--- src/hdl/cst_pkg.sv ---
// Shared types and constants of the cycle-steal admission throttle.
package cst_pkg;

  // Default depth of the core word memory.
  localparam int CORE_DEPTH_DFLT = 2048;

  // Field widths.
  localparam int WORD_W  = 15;
  localparam int TOKEN_W = 16;
  localparam int CNT_W   = 32;
  localparam int WIN_W   = 8;
  localparam int WSC_W   = 16;
  localparam int NUM_W   = 23;   // window steals times the percent scale
  localparam int PROD_W  = 40;   // elapsed cycles times refill rate
  localparam int CFG_IDX_W = 3;
  localparam int CFG_DATA_W = 16;

  // Arithmetic constants of the load window and the alarm.
  localparam int PCT_SCALE     = 100;
  localparam int WIN_MAX       = 200;
  localparam int ALARM_MIN_WIN = 50;
  localparam int ALARM_PCT     = 55;
  localparam int INIT_WORDS    = 64;
  localparam logic [WORD_W-1:0] INIT_BASE = 15'h1000;

  // Action codes of an input request.
  localparam logic ACT_TICK  = 1'b0;
  localparam logic ACT_STEAL = 1'b1;

  // Configuration register indexes.
  typedef enum logic [CFG_IDX_W-1:0] {
    CFG_RUN_ENABLE   = 3'd0,
    CFG_STEAL_ENABLE = 3'd1,
    CFG_TOKEN_CAP    = 3'd2,
    CFG_REFILL       = 3'd3,
    CFG_PRIO_MASK    = 3'd4,
    CFG_SOFT_LIMIT   = 3'd5,
    CFG_HARD_LIMIT   = 3'd6
  } cfg_idx_e;

  typedef struct packed {
    logic                run_enable;
    logic                steal_enable;
    logic [TOKEN_W-1:0]  token_capacity;
    logic [7:0]          refill_per_cycle;
    logic [7:0]          priority_allow_mask;
    logic [7:0]          soft_limit_pct;
    logic [7:0]          hard_limit_pct;
  } cfg_t;

  localparam cfg_t CFG_RESET = '{
    run_enable:          1'b1,
    steal_enable:        1'b1,
    token_capacity:      16'd32,
    refill_per_cycle:    8'd4,
    priority_allow_mask: 8'h21,
    soft_limit_pct:      8'd25,
    hard_limit_pct:      8'd40
  };

  localparam logic [TOKEN_W-1:0] TOKEN_RESET = 16'd32;

  // Sequencer states.
  typedef enum logic [1:0] {
    ST_CLEAR,
    ST_IDLE,
    ST_EXEC
  } state_e;

  // Control strobes from the sequencer to the datapath.
  typedef struct packed {
    logic clear_we;
    logic take;
    logic exec;
  } ctl_t;

endpackage

--- src/hdl/cst_ctrl.sv ---
// Sequencer: memory clearing sweep after reset, then take and execute one request.
module cst_ctrl #(
  parameter int CORE_DEPTH = cst_pkg::CORE_DEPTH_DFLT
) (
  input  logic                          clk,
  input  logic                          rst_n,
  input  logic                          in_valid,
  input  logic                          slot_free,
  output logic                          in_ready,
  output cst_pkg::ctl_t                 ctl,
  output logic [$clog2(CORE_DEPTH)-1:0] clr_addr
);

  localparam int AW = $clog2(CORE_DEPTH);
  localparam logic [AW-1:0] LAST_ADDR = AW'(CORE_DEPTH - 1);

  cst_pkg::state_e state_r, state_nxt;
  logic [AW-1:0]   clr_addr_r, clr_addr_nxt;

  // State and sweep address registers.
  always_ff @(posedge clk) begin
    if (!rst_n) begin
      state_r    <= cst_pkg::ST_CLEAR;
      clr_addr_r <= '0;
    end else begin
      state_r    <= state_nxt;
      clr_addr_r <= clr_addr_nxt;
    end
  end

  // Next state.
  always_comb begin
    state_nxt    = state_r;
    clr_addr_nxt = clr_addr_r;
    unique case (state_r)
      cst_pkg::ST_CLEAR: begin
        clr_addr_nxt = clr_addr_r + AW'(1);
        if (clr_addr_r == LAST_ADDR) begin
          state_nxt = cst_pkg::ST_IDLE;
        end
      end
      cst_pkg::ST_IDLE: begin
        if (in_valid) begin
          state_nxt = cst_pkg::ST_EXEC;
        end
      end
      cst_pkg::ST_EXEC: begin
        if (slot_free) begin
          state_nxt = cst_pkg::ST_IDLE;
        end
      end
      default: state_nxt = cst_pkg::ST_CLEAR;
    endcase
  end

  // Outputs.
  always_comb begin
    in_ready     = 1'b0;
    ctl.clear_we = 1'b0;
    ctl.take     = 1'b0;
    ctl.exec     = 1'b0;
    unique case (state_r)
      cst_pkg::ST_CLEAR: ctl.clear_we = 1'b1;
      cst_pkg::ST_IDLE: begin
        in_ready = 1'b1;
        ctl.take = in_valid;
      end
      cst_pkg::ST_EXEC: ctl.exec = slot_free;
      default: ;
    endcase
  end

  assign clr_addr = clr_addr_r;

endmodule

--- config.mk ---
export PLATFORM = sky130hd
export DESIGN_NAME = cst_ctrl
export DESIGN_NICKNAME = d
export VERILOG_FILES = /design/src/hdl/cst_pkg.sv /design/src/hdl/cst_ctrl.sv
export SDC_FILE = /design/constraint.sdc
export NUM_CORES = 1
export LEC_CHECK = 0
export BUFFER_PORTS_ARGS = -buffer_cell sky130_fd_sc_hd__buf_2
export CAP_MARGIN = 25
export CORE_AREA = 2 2 39 41
export DETAILED_ROUTE_END_ITERATION = 7
export DIE_AREA = 0 0 41 43
export GPL_TIMING_DRIVEN = 0
export PLACE_DENSITY = 0.84
export SETUP_SLACK_MARGIN = 0.2
export SYNTH_ARGS = -nofsm -noshare
export SYNTH_HDL_FRONTEND = slang
export SYNTH_SLANG_ARGS = --single-unit
--- constraint.sdc ---
create_clock -name clk -period 4.1 [get_ports clk]
set_input_delay 0.41 -clock clk [delete_from_list [all_inputs] [get_ports clk]]
set_output_delay 0.41 -clock clk [all_outputs]
set_load 0.05 [all_outputs]
; Word-level counts from Yosys, hierarchy flattened
; Cells that the tools add are included.
[totals]
regBits = 13
latch_bits = 0
ramBits = 0
mem_bits_ro = 0
input_bits = 4
output_inout_bits = 15
mem_count = 0
[op_classes]
n_addsub = 1
n_mul = 0
div_mod_pow = 0
n_lt_le_gt_ge = 0
eq_ne = 6
shifts = 0
mux = 8
bitwise_logic = 0
reduce_logical = 2
[op_table]
columns = op, n
row1 = "adder 11 x 1 -> 11 bit, second input constant", 1
row2 = "== test 11 bit, second input constant", 1
row3 = 2-to-1 mux 2 bit, 3
row4 = "!= test 2 bit, second input constant", 3
row5 = one-hot mux 2 bit (3 select lines), 1
row6 = 2-to-1 mux 1 bit, 4
row7 = AND reduction 3 bit, 1
row8 = "== test 2 x 1 -> 1 bit, second input constant", 1
row9 = "== test 2 bit, second input constant", 1
row10 = zero test 2 bit, 1

; Longest topological paths before layout
[depth]
depth_word = 3
mapped_depth = 5

; Worst setup path after synthesis
; Ideal clock, no wire load.
[synth_path]
path_kind = reg2reg
start = reg clr_addr_r[0], in the netlist clr_addr[0]
end = reg clr_addr_r[4], in the netlist clr_addr[4]
arrival_ns = 1.641
required_time_ns = 4.028
path_slack_ns = 2.387
stages_incl_launch_ff = 5
synth_period_minus_slack_ns = 1.713
path_cell_list = dfxtp_1 > ha_1 > nand3_1 > or3_2 > a21oi_1
[synth_via]
elab_chain_len = 1
[synth_lines]
columns = item, line_no
row1 = "start, declared", cst_ctrl.sv:18  ; logic [AW-1:0] clr_addr_r, clr_addr_nxt;
row2 = "start signal, assigned", cst_ctrl.sv:27  ; clr_addr_r <= clr_addr_nxt;
row3 = adder 11 x 1 -> 11 bit, cst_ctrl.sv:37  ; clr_addr_nxt = clr_addr_r + AW'(1);
; No other way between the ends.
; A chain may end at the register's enable or synchronous reset.

==> flow_summary.toml <==
[timing]
worstMarginPinSlew_ns = 0.356
fin_crit_sh_pct = 45.4
rsz0062_at_grt = "false"
drv_slew = 0
skew_ns = 0.00157
hold_violations = 0
relSlewSlack_pct = 76.1
finalCriticalPeriod_ns = 1.86
setup_violations = 0
fin_setup_tns_ns = 0
max_freq_mhz = 537

[final_layout]
multi_input_comb_area_um2 = 333
num-nets-final = 101
drive_above_1_share_pct = 26.3
stdcell_count = 111
antennaDiodeCount = 0
regArea_um2 = 260
fillers = 139
fin_util_pct = 55.2
area_growth_pct = 21.8

[cts]
hold_buffers = 0
cts_buffers = 3
insertion_delay_ns = 0.28
clk_path_buf_depth = 2
cts_tree = "yes"
htreeDepth = 1
post-cts-setup-buffer-count = 0
path_clk_slew_ns = 0.08
root_buffer = "clkbuf_4"
cts_resized = 0
clock-sinks = 13

[drt]
vias = 610
vias_per_cell = 5.50
wl_per_cell_um = 11.4
first_pass_iters = 4
ant_nets = 0
drcViolationCount = 0
drt_iter0_markers = 4
wl_mm = 1.27

[global_route]
grt_pass1_vias = 506
overflow = 0
grt_first_pass_wirelength_mm = 1.99
grt_max_degree = 10
antenna_found_initial = 0
grt.total_usage_pct = 16.5

[placement]
dpl.hpwl_um = 948
io_buffer_count = 18
routabilityCongestion = 0.734
numPlacedInstances = 107

[logic_synthesis]
synth_commonest_cells = "dfxtp_1, a21oi_1, nand2_1"
yosysTopAreaCell = "dfxtp_1"
syn-instance-count = 73
synth_flop_cell = "dfxtp_1"
synthesis.area_um2 = 627
synth_top_area_share_pct = 41.5
async_reset_ff_share_pct = 0
synth_enable_flop_cells = 0
synth_seq_area_share_pct = 41.5
synthTopCellsByArea = "dfxtp_1, a21oi_1, or4_1, nand2_1, o31ai_1"
ys_types = 27
syn-num-nets = 78
yosysMostFrequentCell = "dfxtp_1"
ys_ff_latch = 13
postSynthAreaPerCell_um2 = 8.59
yosysWarnings = 0

[floorplanning]
dieArea_um2 = 1760
core_area_um2 = 1380
die_height_um = 43
die_width_um = 41
initial_core_util_pct = 45.3
row_count = 14
io_pins = 19

[setup_path]
r2r_cells = 4
cp.required_ns = 3.69
timing.rr.end = "clr_addr[8]"
crit_type = "reg2out"
r2r_start = "state_r[1]"
ff2ff_setup_slack_ns = 2.62
arrival_ns = 1.45
worstSetupEndpointType = "output pin"
start_kind = "flop"
crit_path_max_fanout = 9

[min_path]
hp-class = "in2reg"
whs_path_depth = 2
min_to = "state_r[1]"
hold_start = "rst_n"

[job]
drv_cap = 0

[outcome]
status = "finished, final reports clean"

[power_and_ir_drop]
peakVddDrop_mv = 0.170
p_leak_nw = 0.302
power_density_nw_per_um2 = 309
## stage by stage
| stage | total power [mW] | area [um^2] | hold slack [ns] | setup WS (ns) |
|---|---|---|---|---|
| 2_1_floorplan | 0.152 | 627 | 0.528 | 2.39 |
| 5_1_grt | 0.244 | 763 | 0.423 | 2.19 |
| 4_1_cts | 0.238 | 763 | 0.414 | 2.23 |
| 3_3_place_gp | 0.158 | 737 | 0.456 | 2.58 |
| 3_5_place_dp | 0.159 | 737 | 0.473 | 2.54 |
| 6_report | 0.236 | 763 | 0.415 | 2.24 |
## state kept, by name, summed over array words and instances (netlist names)
| register | cells |
|---|---|
| clr_addr | 11 |
| state_r | 2 |
## how the worst max path moves through the flow
stage / startpoint / endpoint / depth (start not counted)
5_1_grt: state_r[1] / ctl[2] / 4
6_report: state_r[1] / ctl[2] / 4
2_1_floorplan: clr_addr[0] / clr_addr[4] / 4
3_5_place_dp: state_r[1] / ctl[2] / 4
3_3_place_gp: state_r[1] / ctl[2] / 4
4_1_cts: state_r[1] / ctl[2] / 4
## layout make-up
cell class	instances	area share, %
Buffer	1	1.48
Clock buffer	4	3.44
Inverter	6	2.95
Multi-Input combinational cell	53	43.6
Sequential cell	13	34.1
Tap cell	16	2.62
Timing Repair Buffer	18	11.8
## cell families after synthesis
| family | after synthesis | synth area share, % |
|---|---|---|
| simple gates | 31 | 29.5 |
| flops | 13 | 41.5 |
| mux | 2 | 3.19 |
| fa+ha+maj | 1 | 2.00 |
| buf+inv | 7 | 5.39 |
| xor+xnor | 2 | 2.79 |
| compound gates | 17 | 15.6 |
## cell usage in the layout (no fill, tap or decap), drive strengths merged
cell and count:
xnor2 2, and2b 1, inv 5, or2 1
o21a 1, o31ai 4, clkbuf 4, nor4 2
and2 2, nor2 2, o21ai 3, clkinv 1
nand3 2, nand4bb 1, buf 19, nand4 1
or4 5, a21oi 9, nand2 8, nor2b 1
dfxtp 13, or3 2, mux2i 2, ha 1
nor3b 2, nand2b 1
## where the power goes
group | internal (mW) | switching [mW]
Clock | 0.0378 | 0.0427
Combinational | 0.00687 | 0.0169
Sequential | 0.129 | 0.00308
## worst max-delay path: stages (launching register included)
cell	delay, ns
dfxtp_1	0.36
or2_1	0.27
buf_6	0.14
inv_1	0.12
buf_2	0.28
## layer usage
layer,wire [um],GRT usage (%)
met5,0,0
met3,71,3.14
met1,594,21.1
met2,564,24.4
met4,34,10.0
Note: power is estimated with default switching activity, not from simulation.
