$ cat config.mk
export PLATFORM = sky130hd
export DESIGN_NAME = cst_engine
export DESIGN_NICKNAME = d
export VERILOG_FILES = /design/src/hdl/cst_pkg.sv /design/src/hdl/cst_engine.sv
export SDC_FILE = /design/constraint.sdc
export NUM_CORES = 2
export LEC_CHECK = 0
export BUFFER_PORTS_ARGS = -buffer_cell sky130_fd_sc_hd__buf_2
export CAP_MARGIN = 25
export CELL_PAD_IN_SITES_DETAIL_PLACEMENT = 0
export CELL_PAD_IN_SITES_GLOBAL_PLACEMENT = 1
export CORE_MARGIN = 5
export CORE_UTILIZATION = 40
export CTS_CLUSTER_DIAMETER = 60
export DETAILED_ROUTE_END_ITERATION = 10
export PLACE_DENSITY = 0.81
export SYNTH_ARGS = -nofsm -noshare
export SYNTH_HDL_FRONTEND = slang
export SYNTH_SLANG_ARGS = --single-unit
$ cat constraint.sdc
create_clock -name clk -period 12.4 [get_ports clk]
set_clock_uncertainty 0.05 [all_clocks]
set_input_delay 2.48 -clock clk [delete_from_list [all_inputs] [get_ports clk]]
set_output_delay 2.48 -clock clk [all_outputs]
set_load 0.02 [all_outputs]
$ cat src/hdl/cst_pkg.sv
// Shared types and constants of the cycle-steal admission throttle.
package cst_pkg;

  // Default depth of the core word memory.
  localparam int CORE_DEPTH_DFLT = 2048;

  // Field widths.
  localparam int WORD_W  = 15;
  localparam int TOKEN_W = 16;
  localparam int CNT_W   = 32;
  localparam int WIN_W   = 8;
  localparam int WSC_W   = 16;
  localparam int NUM_W   = 23;   // window steals times the percent scale
  localparam int PROD_W  = 40;   // elapsed cycles times refill rate
  localparam int CFG_IDX_W = 3;
  localparam int CFG_DATA_W = 16;

  // Arithmetic constants of the load window and the alarm.
  localparam int PCT_SCALE     = 100;
  localparam int WIN_MAX       = 200;
  localparam int ALARM_MIN_WIN = 50;
  localparam int ALARM_PCT     = 55;
  localparam int INIT_WORDS    = 64;
  localparam logic [WORD_W-1:0] INIT_BASE = 15'h1000;

  // Action codes of an input request.
  localparam logic ACT_TICK  = 1'b0;
  localparam logic ACT_STEAL = 1'b1;

  // Configuration register indexes.
  typedef enum logic [CFG_IDX_W-1:0] {
    CFG_RUN_ENABLE   = 3'd0,
    CFG_STEAL_ENABLE = 3'd1,
    CFG_TOKEN_CAP    = 3'd2,
    CFG_REFILL       = 3'd3,
    CFG_PRIO_MASK    = 3'd4,
    CFG_SOFT_LIMIT   = 3'd5,
    CFG_HARD_LIMIT   = 3'd6
  } cfg_idx_e;

  typedef struct packed {
    logic                run_enable;
    logic                steal_enable;
    logic [TOKEN_W-1:0]  token_capacity;
    logic [7:0]          refill_per_cycle;
    logic [7:0]          priority_allow_mask;
    logic [7:0]          soft_limit_pct;
    logic [7:0]          hard_limit_pct;
  } cfg_t;

  localparam cfg_t CFG_RESET = '{
    run_enable:          1'b1,
    steal_enable:        1'b1,
    token_capacity:      16'd32,
    refill_per_cycle:    8'd4,
    priority_allow_mask: 8'h21,
    soft_limit_pct:      8'd25,
    hard_limit_pct:      8'd40
  };

  localparam logic [TOKEN_W-1:0] TOKEN_RESET = 16'd32;

  // Sequencer states.
  typedef enum logic [1:0] {
    ST_CLEAR,
    ST_IDLE,
    ST_EXEC
  } state_e;

  // Control strobes from the sequencer to the datapath.
  typedef struct packed {
    logic clear_we;
    logic take;
    logic exec;
  } ctl_t;

endpackage

$ cat src/hdl/cst_engine.sv
// Datapath: token bucket, load window, counters, core word update and result register.
module cst_engine #(
  parameter int CORE_DEPTH = cst_pkg::CORE_DEPTH_DFLT
) (
  input  logic                          clk,
  input  logic                          rst_n,
  input  cst_pkg::ctl_t                 ctl,
  input  cst_pkg::cfg_t                 cfg,
  input  logic                          in_action,
  input  logic [2:0]                    in_priority_req,
  input  logic [15:0]                   in_target_address,
  input  logic signed [15:0]            in_increment,
  input  logic [cst_pkg::WORD_W-1:0]    mem_rdata,
  output logic                          mem_we,
  output logic [$clog2(CORE_DEPTH)-1:0] mem_waddr,
  output logic [cst_pkg::WORD_W-1:0]    mem_wdata,
  output logic                          slot_free,
  output logic                          out_valid,
  input  logic                          out_ready,
  output logic                          out_accepted,
  output logic                          out_overload_alarm,
  output logic [15:0]                   out_tokens_left,
  output logic [14:0]                   out_counter_value,
  output logic [31:0]                   out_steals_accepted,
  output logic [31:0]                   out_steals_dropped
);

  localparam int AW     = $clog2(CORE_DEPTH);
  localparam int NUM_W  = cst_pkg::NUM_W;
  localparam int TOK_W  = cst_pkg::TOKEN_W;
  localparam int PROD_W = cst_pkg::PROD_W;
  localparam int SUM_W  = PROD_W + 1;
  localparam logic [16:0] DEPTH_LIM = 17'(CORE_DEPTH);

  // Persistent scalar state.
  logic [TOK_W-1:0]            tok_r, tok_nxt;
  logic [31:0]                 elapsed_r, elapsed_nxt;
  logic [cst_pkg::WIN_W-1:0]   wlen_r, wlen_nxt;
  logic [cst_pkg::WSC_W-1:0]   wsc_r, wsc_nxt;
  logic [31:0]                 acc_tot_r, acc_tot_nxt;
  logic [31:0]                 drop_tot_r, drop_tot_nxt;
  logic                        alarm_r, alarm_nxt;
  logic                        out_valid_r, out_valid_nxt;

  // Request captured at take time, with precomputed products and compares.
  logic                        it_tick_r, it_steal_r;
  logic [15:0]                 it_addr_r;
  logic [cst_pkg::WORD_W-1:0]  it_inc_r;
  logic [PROD_W-1:0]           prod_r;
  logic                        hard_r, soft_r, mask_r, prio0_r, alarm_hit_r;

  // Result register.
  logic                        res_acc_r, res_alarm_r;
  logic [TOK_W-1:0]            res_tok_r;
  logic [cst_pkg::WORD_W-1:0]  res_val_r;
  logic [31:0]                 res_acc_tot_r, res_drop_tot_r;

  // Take-time signals.
  logic [cst_pkg::WSC_W-1:0]   wsc_inc;
  logic [NUM_W-1:0]            num_now, num_inc;
  logic [15:0]                 hard_prod, soft_prod, alarm_prod;
  logic                        hard_hit, soft_hit, alarm_hit;

  // Execute-time signals.
  logic [SUM_W-1:0]            refill_sum;
  logic [TOK_W-1:0]            tok_ref;
  logic                        admit, in_range;
  logic [cst_pkg::WIN_W:0]     wlen_inc;
  logic [cst_pkg::WORD_W-1:0]  word_sum;

  // Load tests without division: load >= L  is  steals * 100 >= L * window.
  always_comb begin
    wsc_inc    = (wsc_r == '1) ? wsc_r : wsc_r + 16'd1;
    num_now    = NUM_W'(wsc_r) * NUM_W'(cst_pkg::PCT_SCALE);
    num_inc    = NUM_W'(wsc_inc) * NUM_W'(cst_pkg::PCT_SCALE);
    hard_prod  = 16'(cfg.hard_limit_pct) * 16'(wlen_r);
    soft_prod  = 16'(cfg.soft_limit_pct) * 16'(wlen_r);
    alarm_prod = 16'(cst_pkg::ALARM_PCT + 1) * 16'(wlen_r);
    if (wlen_r == '0) begin
      hard_hit = (cfg.hard_limit_pct == 8'd0);
      soft_hit = (cfg.soft_limit_pct == 8'd0);
    end else begin
      hard_hit = (num_now >= NUM_W'(hard_prod));
      soft_hit = (num_now >= NUM_W'(soft_prod));
    end
    // Alarm test uses the window count as it stands after an admitted steal.
    alarm_hit = (wlen_r > cst_pkg::WIN_W'(cst_pkg::ALARM_MIN_WIN)) &&
                (num_inc >= NUM_W'(alarm_prod));
  end

  // Capture the request and its precomputed terms.
  always_ff @(posedge clk) begin
    if (ctl.take) begin
      it_tick_r   <= (in_action == cst_pkg::ACT_TICK) && cfg.run_enable;
      it_steal_r  <= (in_action == cst_pkg::ACT_STEAL) && cfg.run_enable &&
                     cfg.steal_enable;
      it_addr_r   <= in_target_address;
      it_inc_r    <= in_increment[cst_pkg::WORD_W-1:0];
      prod_r      <= PROD_W'(elapsed_r) * PROD_W'(cfg.refill_per_cycle);
      hard_r      <= hard_hit;
      soft_r      <= soft_hit;
      mask_r      <= cfg.priority_allow_mask[in_priority_req];
      prio0_r     <= (in_priority_req == 3'd0);
      alarm_hit_r <= alarm_hit;
    end
  end

  // Refill, admission decision and core word sum.
  always_comb begin
    refill_sum = SUM_W'(tok_r) + SUM_W'(prod_r);
    tok_ref    = tok_r;
    if (it_steal_r && (elapsed_r != '0)) begin
      tok_ref = (refill_sum > SUM_W'(cfg.token_capacity)) ? cfg.token_capacity
                                                          : refill_sum[TOK_W-1:0];
    end
    priority if (!it_steal_r) admit = 1'b0;
    else if (hard_r)          admit = prio0_r && mask_r;
    else if (soft_r)          admit = mask_r && (tok_ref != '0);
    else                      admit = 1'b1;
    in_range = ({1'b0, it_addr_r} < DEPTH_LIM);
    word_sum = mem_rdata + it_inc_r;
    wlen_inc = {1'b0, wlen_r} + (cst_pkg::WIN_W + 1)'(1);
  end

  // Next values of the scalar state on execute.
  always_comb begin
    tok_nxt      = tok_r;
    elapsed_nxt  = elapsed_r;
    wlen_nxt     = wlen_r;
    wsc_nxt      = wsc_r;
    acc_tot_nxt  = acc_tot_r;
    drop_tot_nxt = drop_tot_r;
    alarm_nxt    = alarm_r;
    if (ctl.exec) begin
      if (it_tick_r) begin
        elapsed_nxt = elapsed_r + 32'd1;
        if (wlen_inc > (cst_pkg::WIN_W + 1)'(cst_pkg::WIN_MAX)) begin
          wlen_nxt = wlen_inc[cst_pkg::WIN_W:1];
          wsc_nxt  = wsc_r >> 1;
        end else begin
          wlen_nxt = wlen_inc[cst_pkg::WIN_W-1:0];
        end
      end
      if (it_steal_r) begin
        tok_nxt = (admit && (tok_ref != '0)) ? tok_ref - TOK_W'(1) : tok_ref;
        if (admit) begin
          elapsed_nxt = 32'd1;
          acc_tot_nxt = acc_tot_r + 32'd1;
          wsc_nxt     = wsc_inc;
          alarm_nxt   = alarm_r | alarm_hit_r;
        end else begin
          elapsed_nxt  = '0;
          drop_tot_nxt = drop_tot_r + 32'd1;
        end
      end
    end
  end

  // Scalar state registers.
  always_ff @(posedge clk) begin
    if (!rst_n) begin
      tok_r       <= cst_pkg::TOKEN_RESET;
      elapsed_r   <= '0;
      wlen_r      <= '0;
      wsc_r       <= '0;
      acc_tot_r   <= '0;
      drop_tot_r  <= '0;
      alarm_r     <= 1'b0;
      out_valid_r <= 1'b0;
    end else begin
      tok_r       <= tok_nxt;
      elapsed_r   <= elapsed_nxt;
      wlen_r      <= wlen_nxt;
      wsc_r       <= wsc_nxt;
      acc_tot_r   <= acc_tot_nxt;
      drop_tot_r  <= drop_tot_nxt;
      alarm_r     <= alarm_nxt;
      out_valid_r <= out_valid_nxt;
    end
  end

  // Result register: loaded on execute, emptied when the result is taken.
  assign slot_free = !out_valid_r || out_ready;

  always_comb begin
    out_valid_nxt = out_valid_r && !out_ready;
    if (ctl.exec) begin
      out_valid_nxt = 1'b1;
    end
  end

  always_ff @(posedge clk) begin
    if (ctl.exec) begin
      res_acc_r      <= admit;
      res_alarm_r    <= alarm_nxt;
      res_tok_r      <= tok_nxt;
      res_val_r      <= (admit && in_range) ? word_sum : '0;
      res_acc_tot_r  <= acc_tot_nxt;
      res_drop_tot_r <= drop_tot_nxt;
    end
  end

  // Core word write-back.
  assign mem_we    = ctl.exec && admit && in_range;
  assign mem_waddr = it_addr_r[AW-1:0];
  assign mem_wdata = word_sum;

  assign out_valid           = out_valid_r;
  assign out_accepted        = res_acc_r;
  assign out_overload_alarm  = res_alarm_r;
  assign out_tokens_left     = res_tok_r;
  assign out_counter_value   = res_val_r;
  assign out_steals_accepted = res_acc_tot_r;
  assign out_steals_dropped  = res_drop_tot_r;

endmodule

# --- Word level (Yosys, flattened, before mapping) ---
# Cells that the tools add are included.
totals:
  register_bits: 313
  inputBits: 107
  out_inout_bits: 126
  elab_cells: 104
classes:
  addsub: 8
  mul: 6
  n_lt_le_gt_ge: 8
  n_eq_ne: 1
  muxes: 31
  bitwise_logic: 2
  reduce_logical: 24
op_table:
  columns: ["cell", "count"]
  rows:
  - ["32-bit 2-to-1 mux", 8]
  - ["16-bit 2-to-1 mux", 10]
  - ["32-bit by 1-bit adder with 32-bit output, second input constant", 3]
  - ["23-bit by 16-bit >= comparator with 1-bit output", 2]
  - ["16-bit by 5-bit multiplier with 21-bit output, second input constant", 2]
  - ["16-bit by 40-bit adder with 41-bit output", 1]
  - ["41-bit by 16-bit greater-than comparator with 1-bit output", 1]
  - ["32-bit by 8-bit multiplier with 40-bit output", 1]
  - ["8-bit by 8-bit multiplier with 16-bit output", 2]
  - ["32-bit nonzero test", 1]
  - ["8-bit zero test", 3]
  - ["23-bit by 14-bit >= comparator with 1-bit output", 1]
  - ["16-bit by 1-bit adder with 16-bit output, second input constant", 1]
  - ["16-bit equality test, second input constant", 1]
  - ["16-bit by 12-bit less-than comparator with 1-bit output, second input constant", 1]
  - ["16-bit nonzero test", 1]
  - ["16-bit by 1-bit subtractor with 16-bit output, second input constant", 1]
  - ["15-bit adder", 1]
  - ["1-bit logical AND", 12]
  - ["3-bit by 8-bit multiplier with 11-bit output, first input constant", 1]
  - ["1-bit 2-to-1 mux", 11]
  - ["8-bit by 1-bit adder with 9-bit output, second input constant", 1]
  - ["9-bit by 8-bit greater-than comparator with 1-bit output, second input constant", 1]
  - ["8-bit by 6-bit greater-than comparator with 1-bit output, second input constant", 1]
  - ["10 further kinds", 12]

# --- Logic depth before layout (Yosys ltp) ---
logic_depth:
  depth_word: 13
  depth_mapped: 34
  ltp_nobuf: 31

# --- Worst setup path after synthesis ---
# No wires, ideal clock.
synth_timing:
  path_kind: "in2out"
  start: "input cfg[38] in the netlist's numbering"
  end: "output mem_we"
  arrival_time_ps: 6922
  t_required_ps: 9870
  slack_ps: 2948
  stages: 24
  path_buffers: 2
  cell_sequence: "inv_1 -> ha_1 -> a21o_1 -> a221o_1 -> a21oi_1 -> o211ai_1 -> a2111oi_2 -> nand4_1 -> and4bb_2 -> and4_1 -> buf_2 -> a31oi_1 -> a311oi_1 -> ha_1 -> nand2_1 -> nor3_1 -> nand4_1 -> o211ai_1 -> o2111ai_2 -> nor4_2 -> o21ai_1 -> buf_2 -> nand3_1 -> nor2_1"
synth_via:
  elab_chain_cells: 10
synth_rtl:
  columns: ["element", "line_no", "rtl"]
  rows:
  - ["from (decl)", "cst_engine.sv:8", "input cst_pkg::cfg_t cfg,"]
  - ["41-bit by 16-bit greater-than comparator with 1-bit output", "cst_engine.sv:113", "tok_ref = (refill_sum > SUM_W'(cfg.token_capacity)) ? cfg.token_capacity"]
  - ["16-bit 2-to-1 mux *", "cst_engine.sv:113", null]
  - ["16-bit 2-to-1 mux *", "cst_engine.sv:112", "if (it_steal_r && (elapsed_r != '0)) begin"]
  - ["16-bit nonzero test *", "cst_engine.sv:118", "else if (soft_r) admit = mask_r && (tok_ref != '0);"]
  - ["1-bit logical AND *", "cst_engine.sv:118", null]
  - ["1-bit 2-to-1 mux *", "cst_engine.sv:118", null]
  - ["1-bit 2-to-1 mux *", "cst_engine.sv:117", "else if (hard_r) admit = prio0_r && mask_r;"]
  - ["1-bit 2-to-1 mux *", "cst_engine.sv:116", "priority if (!it_steal_r) admit = 1'b0;"]
  - ["1-bit logical AND * (2 in series)", "cst_engine.sv:204", "assign mem_we = ctl.exec && admit && in_range;"]
  - ["to (decl)", "cst_engine.sv:14", "output logic mem_we,"]
# Mark *: on every way between the ends. The rest lies on a longest branch, timed or not.

# --- Final worst setup path ---
layout_timing:
  start: "register prod_r[0]"
  end: "output mem_we"
layout_via:
  elab_chain_cells: 11
layout_rtl:
  columns: ["element", "line_no", "rtl"]
  rows:
  - ["from (decl)", "cst_engine.sv:49", "logic [PROD_W-1:0] prod_r;"]
  - ["from (signal assigned)", "cst_engine.sv:99", "prod_r <= PROD_W'(elapsed_r) * PROD_W'(cfg.refill_per_cycle);"]
  - ["16-bit by 40-bit adder with 41-bit output *", "cst_engine.sv:110", "refill_sum = SUM_W'(tok_r) + SUM_W'(prod_r);"]
  - ["41-bit by 16-bit greater-than comparator with 1-bit output", "cst_engine.sv:113", null]
  - ["16-bit 2-to-1 mux *", "cst_engine.sv:113", null]
  - ["16-bit 2-to-1 mux *", "cst_engine.sv:112", null]
  - ["16-bit nonzero test *", "cst_engine.sv:118", null]
  - ["1-bit logical AND *", "cst_engine.sv:118", null]
  - ["1-bit 2-to-1 mux *", "cst_engine.sv:118", null]
  - ["1-bit 2-to-1 mux *", "cst_engine.sv:117", null]
  - ["1-bit 2-to-1 mux *", "cst_engine.sv:116", null]
  - ["1-bit logical AND * (2 in series)", "cst_engine.sv:204", null]
# Marks and branches as above.

==> run metrics <==
main flop type after synthesis edfxtp_1; slew of the pin with the lowest slew margin 0.9751 ns; simple-gate area share of the yosys netlist a little under a fifth; clock power share roughly 39%; Fin Setup TNS 0 ns; ys async rst share 0%; clk buf depth 3; Combinational Power Share about a quarter; gpl congestion approximately 0.90; sequential area share after synthesis between 20% and 30%; Die Wd 293.8 um; switching part of the total 31.65%; Reg2Reg Capture Point wsc_r[0]$_SDFFE_PN0P_; slowest CP cell and4_1; Resized Gates After CTS 0; Synth Cell Area 32210 um^2; final WL ~79 mm; DR vias 24410; starting density of the core about 40%; largest family of logic cells by synthesized area adder cells; Clock H-tree levels 2; fin crit share 87.88%; crit path launch type register; Area growth syn-to-layout 11.06%; status complete, no violations; crit path setup slack, layout approximately 1.5 ns; worst-path fanout max 39; CP endpoint mem_we; FP Rows between 100 and 150; global-route wire length before repair 131.0 mm; Fin. Hold Viols 0; Yosys cell types 91; most common cell after layout, fill and taps aside inv_1; core area approximately 80000 um^2; post-place setup slack between 1.5 and 2 ns; vias per cell about 5.2; setup violators final 0; pin count of the biggest net entering global routing 108; yosys warns 0; Die H 293.8 um; total CTS buffers 43; clk slew on worst S/H paths 0.06 ns; syn avg cell area 9.242 um^2; Post-synth EDFFs roughly 180; R2R Setup Slk about 4.1 ns; first-pass detailed-route iteration total 5; post-synthesis compound-gate area fraction 10.67%; CP arrival 8.37 ns; critical path launch point prod_r[0]$_DFFE_PP_; Peak VDD IR slightly below 0.09 mV; Worst path max stage delay roughly 0.50 ns; Hold WC Path Type register to register; Leakage Power 17.40 nW; critical path type register to primary output; Ant. Diodes 0; path depth of the worst reg2reg path 29; initial antenna violation count 1; layout cell share with drive strength beyond 1 10.04%; io pins 233; grt total ovfl 0; Highest Clock Rate 91.76 MHz; Detail Route Antenna Nets 0; R2R Path Start prod_r[0]$_DFFE_PP_; port bufs 230; post-synthesis net count between 4000 and 5000; CP Capture Type primary output; RSZ-0062 raised after global routing false; latest clock arrival within the worst-skew pair between 0.5 and 0.6 ns; Die Area around 86000 um^2; max cap viols 0; Post-CTS Setup Repair Bufs 0; Synth Area in Adders 31.25%; Tmin final approximately 11 ns; CTS Sinks 313; Slew HR 35.00%; cells after synthesis 3485; Slew Limit Fails 0; sequential power share 36.4%; Int Pwr 0.002224 W; most frequent cells in the layout inv_1 (478), nand2_1 (363), ha_1 (350), fa_1 (284), and2_1 (244); GR Util All Layers a little under a fifth; fraction of synthesized area in multiplexers 1.352%; CP required 9.87 ns; DRC Markers 0; CTS Root Cell clkbuf_16; nets 4373; DP Area 34260 um^2; pwr/cell area approximately 91 nW/um^2; XOR/XNOR Fraction of Synth Area 6.037%; CTS tree built; # hold bufs at CTS 0; First DRT Iteration DRCs around 1200; drt wl/cell 16.78 um; number of global-route vias before repair roughly 25000; Final Cell Area 35770 um^2; switching pwr 0.001030 W; HPWL after detailed placement 61.72 mm; synthesized flop and latch total 313
==> worst min path at each step <==
stage | to | slack [ns] | from | cells past startpoint
5_1_grt | acc_tot_r[12]$_SDFF_PN0_ | 0.47 | acc_tot_r[12]$_SDFF_PN0_ | 2
6_report | acc_tot_r[12]$_SDFF_PN0_ | 0.44 | acc_tot_r[12]$_SDFF_PN0_ | 2
4_1_cts | acc_tot_r[31]$_SDFF_PN0_ | 0.44 | acc_tot_r[31]$_SDFF_PN0_ | 2
3_5_place_dp | acc_tot_r[31]$_SDFF_PN0_ | 0.43 | acc_tot_r[31]$_SDFF_PN0_ | 2
3_3_place_gp | acc_tot_r[31]$_SDFF_PN0_ | 0.42 | acc_tot_r[31]$_SDFF_PN0_ | 2
2_1_floorplan | acc_tot_r[31]$_SDFF_PN0_ | 0.41 | acc_tot_r[31]$_SDFF_PN0_ | 2
==> sequential cells by signal (all words and copies together) (netlist names), 8 cells and up <==
name / flops
tok_r: 16
out_counter_value: 15
it_inc_r: 15
it_addr_r: 16
prod_r: 40
wlen_r: 8
out_tokens_left: 16
wsc_r: 16
out_steals_accepted: 32
elapsed_r: 32
acc_tot_r: 32
out_steals_dropped: 32
drop_tot_r: 32
==> cell usage after synthesis, types with 18 or more instances <==
| library cell | n | area share [%] |
|---|---|---|
| o21a_1 | 19 | 0.44 |
| and3_1 | 57 | 1.1 |
| edfxtp_1 | 175 | 16 |
| nand4_1 | 45 | 0.87 |
| nor2_1 | 131 | 1.5 |
| nand2b_1 | 39 | 0.76 |
| nor3_1 | 31 | 0.48 |
| ha_1 | 350 | 14 |
| o21ai_0 | 86 | 1.3 |
| nand3_1 | 83 | 1.3 |
| xor2_1 | 66 | 1.8 |
| o211ai_1 | 19 | 0.44 |
| and2_1 | 244 | 4.7 |
| xnor2_1 | 156 | 4.2 |
| o21bai_1 | 31 | 0.72 |
| a21oi_1 | 155 | 2.4 |
| clkbuf_1 | 130 | 1.5 |
| o2111ai_1 | 19 | 0.52 |
| or3_1 | 26 | 0.51 |
| dfxtp_1 | 138 | 8.6 |
| nand2_1 | 363 | 4.2 |
| inv_1 | 478 | 5.6 |
| fa_1 | 284 | 18 |
| nor4_1 | 22 | 0.43 |
| a21o_1 | 37 | 0.86 |
| and4_1 | 19 | 0.52 |
| mux2i_1 | 30 | 0.93 |
| nor2b_1 | 19 | 0.37 |
| a211oi_1 | 18 | 0.42 |
==> layer usage <==
| layer | GRT usage (%) | wire length, um | vias up |
|---|---|---|---|
| met5 | 0 | 0 | - |
| met4 | 3.619 | 1288 | 0 |
| met3 | 2.438 | 4183 | 77 |
| met2 | 31.65 | 37700 | 543 |
| met1 | 24.77 | 36140 | 11790 |
| li1 | - | - | 12000 |
==> per-stage QoR <==
stage	power, W	utilization [%]	hold slack (ns)	instances
detailed placement	0.002015	42.74	0.4320	4645
finish	0.003253	44.63	0.4353	4726
floorplan	0.001764	-	0.4084	3485
global placement	0.002004	42.74	0.4164	4645
global route	0.003449	44.63	0.4706	4726
CTS	0.003295	44.56	0.4397	4724
==> power groups by stage <==
stage / clock network [W] / logic, W / registers [W]
after floorplan: 0 / 0.000547 / 0.00122
after global placement: 0 / 0.000799 / 0.00121
after detailed placement: 0 / 0.000809 / 0.00121
after CTS: 0.00129 / 0.000816 / 0.00118
after global routing: 0.00134 / 0.000918 / 0.00119
final: 0.00126 / 0.000809 / 0.00118
==> layout make-up <==
| class | instances | area [um^2] |
|---|---|---|
| Fill cell | 7866 | 44380 |
| Clock buffer | 56 | 1177 |
| Timing Repair Buffer | 259 | 1416 |
| Inverter | 479 | 1798 |
| Sequential cell | 313 | 8018 |
| Multi-Input combinational cell | 2536 | 21760 |
| Clock inverter | 23 | 279.0 |
| Tap cell | 1060 | 1326 |
==> cells by family (layout without fill, tap and decap cells) <==
group	after synthesis	in the layout
simple gates	1129	1129
buf+inv	636	817
fa+ha+maj	634	634
compound gates	511	511
flops	313	313
xor+xnor	222	222
mux	40	40
==> worst max-delay path: cells and delay by family (launching register included) <==
| family | cells | cell delay, ns |
|---|---|---|
| XOR/XNOR | 1 | 0.23 |
| adder cells (fa/ha/maj) | 4 | 1.25 |
| AO/OA/AOI/OAI | 14 | 3.50 |
| buffers and inverters | 2 | 0.45 |
| flip-flops | 1 | 0.36 |
| AND/OR/NAND/NOR | 9 | 1.95 |
(Power assumes the default switching activity.)
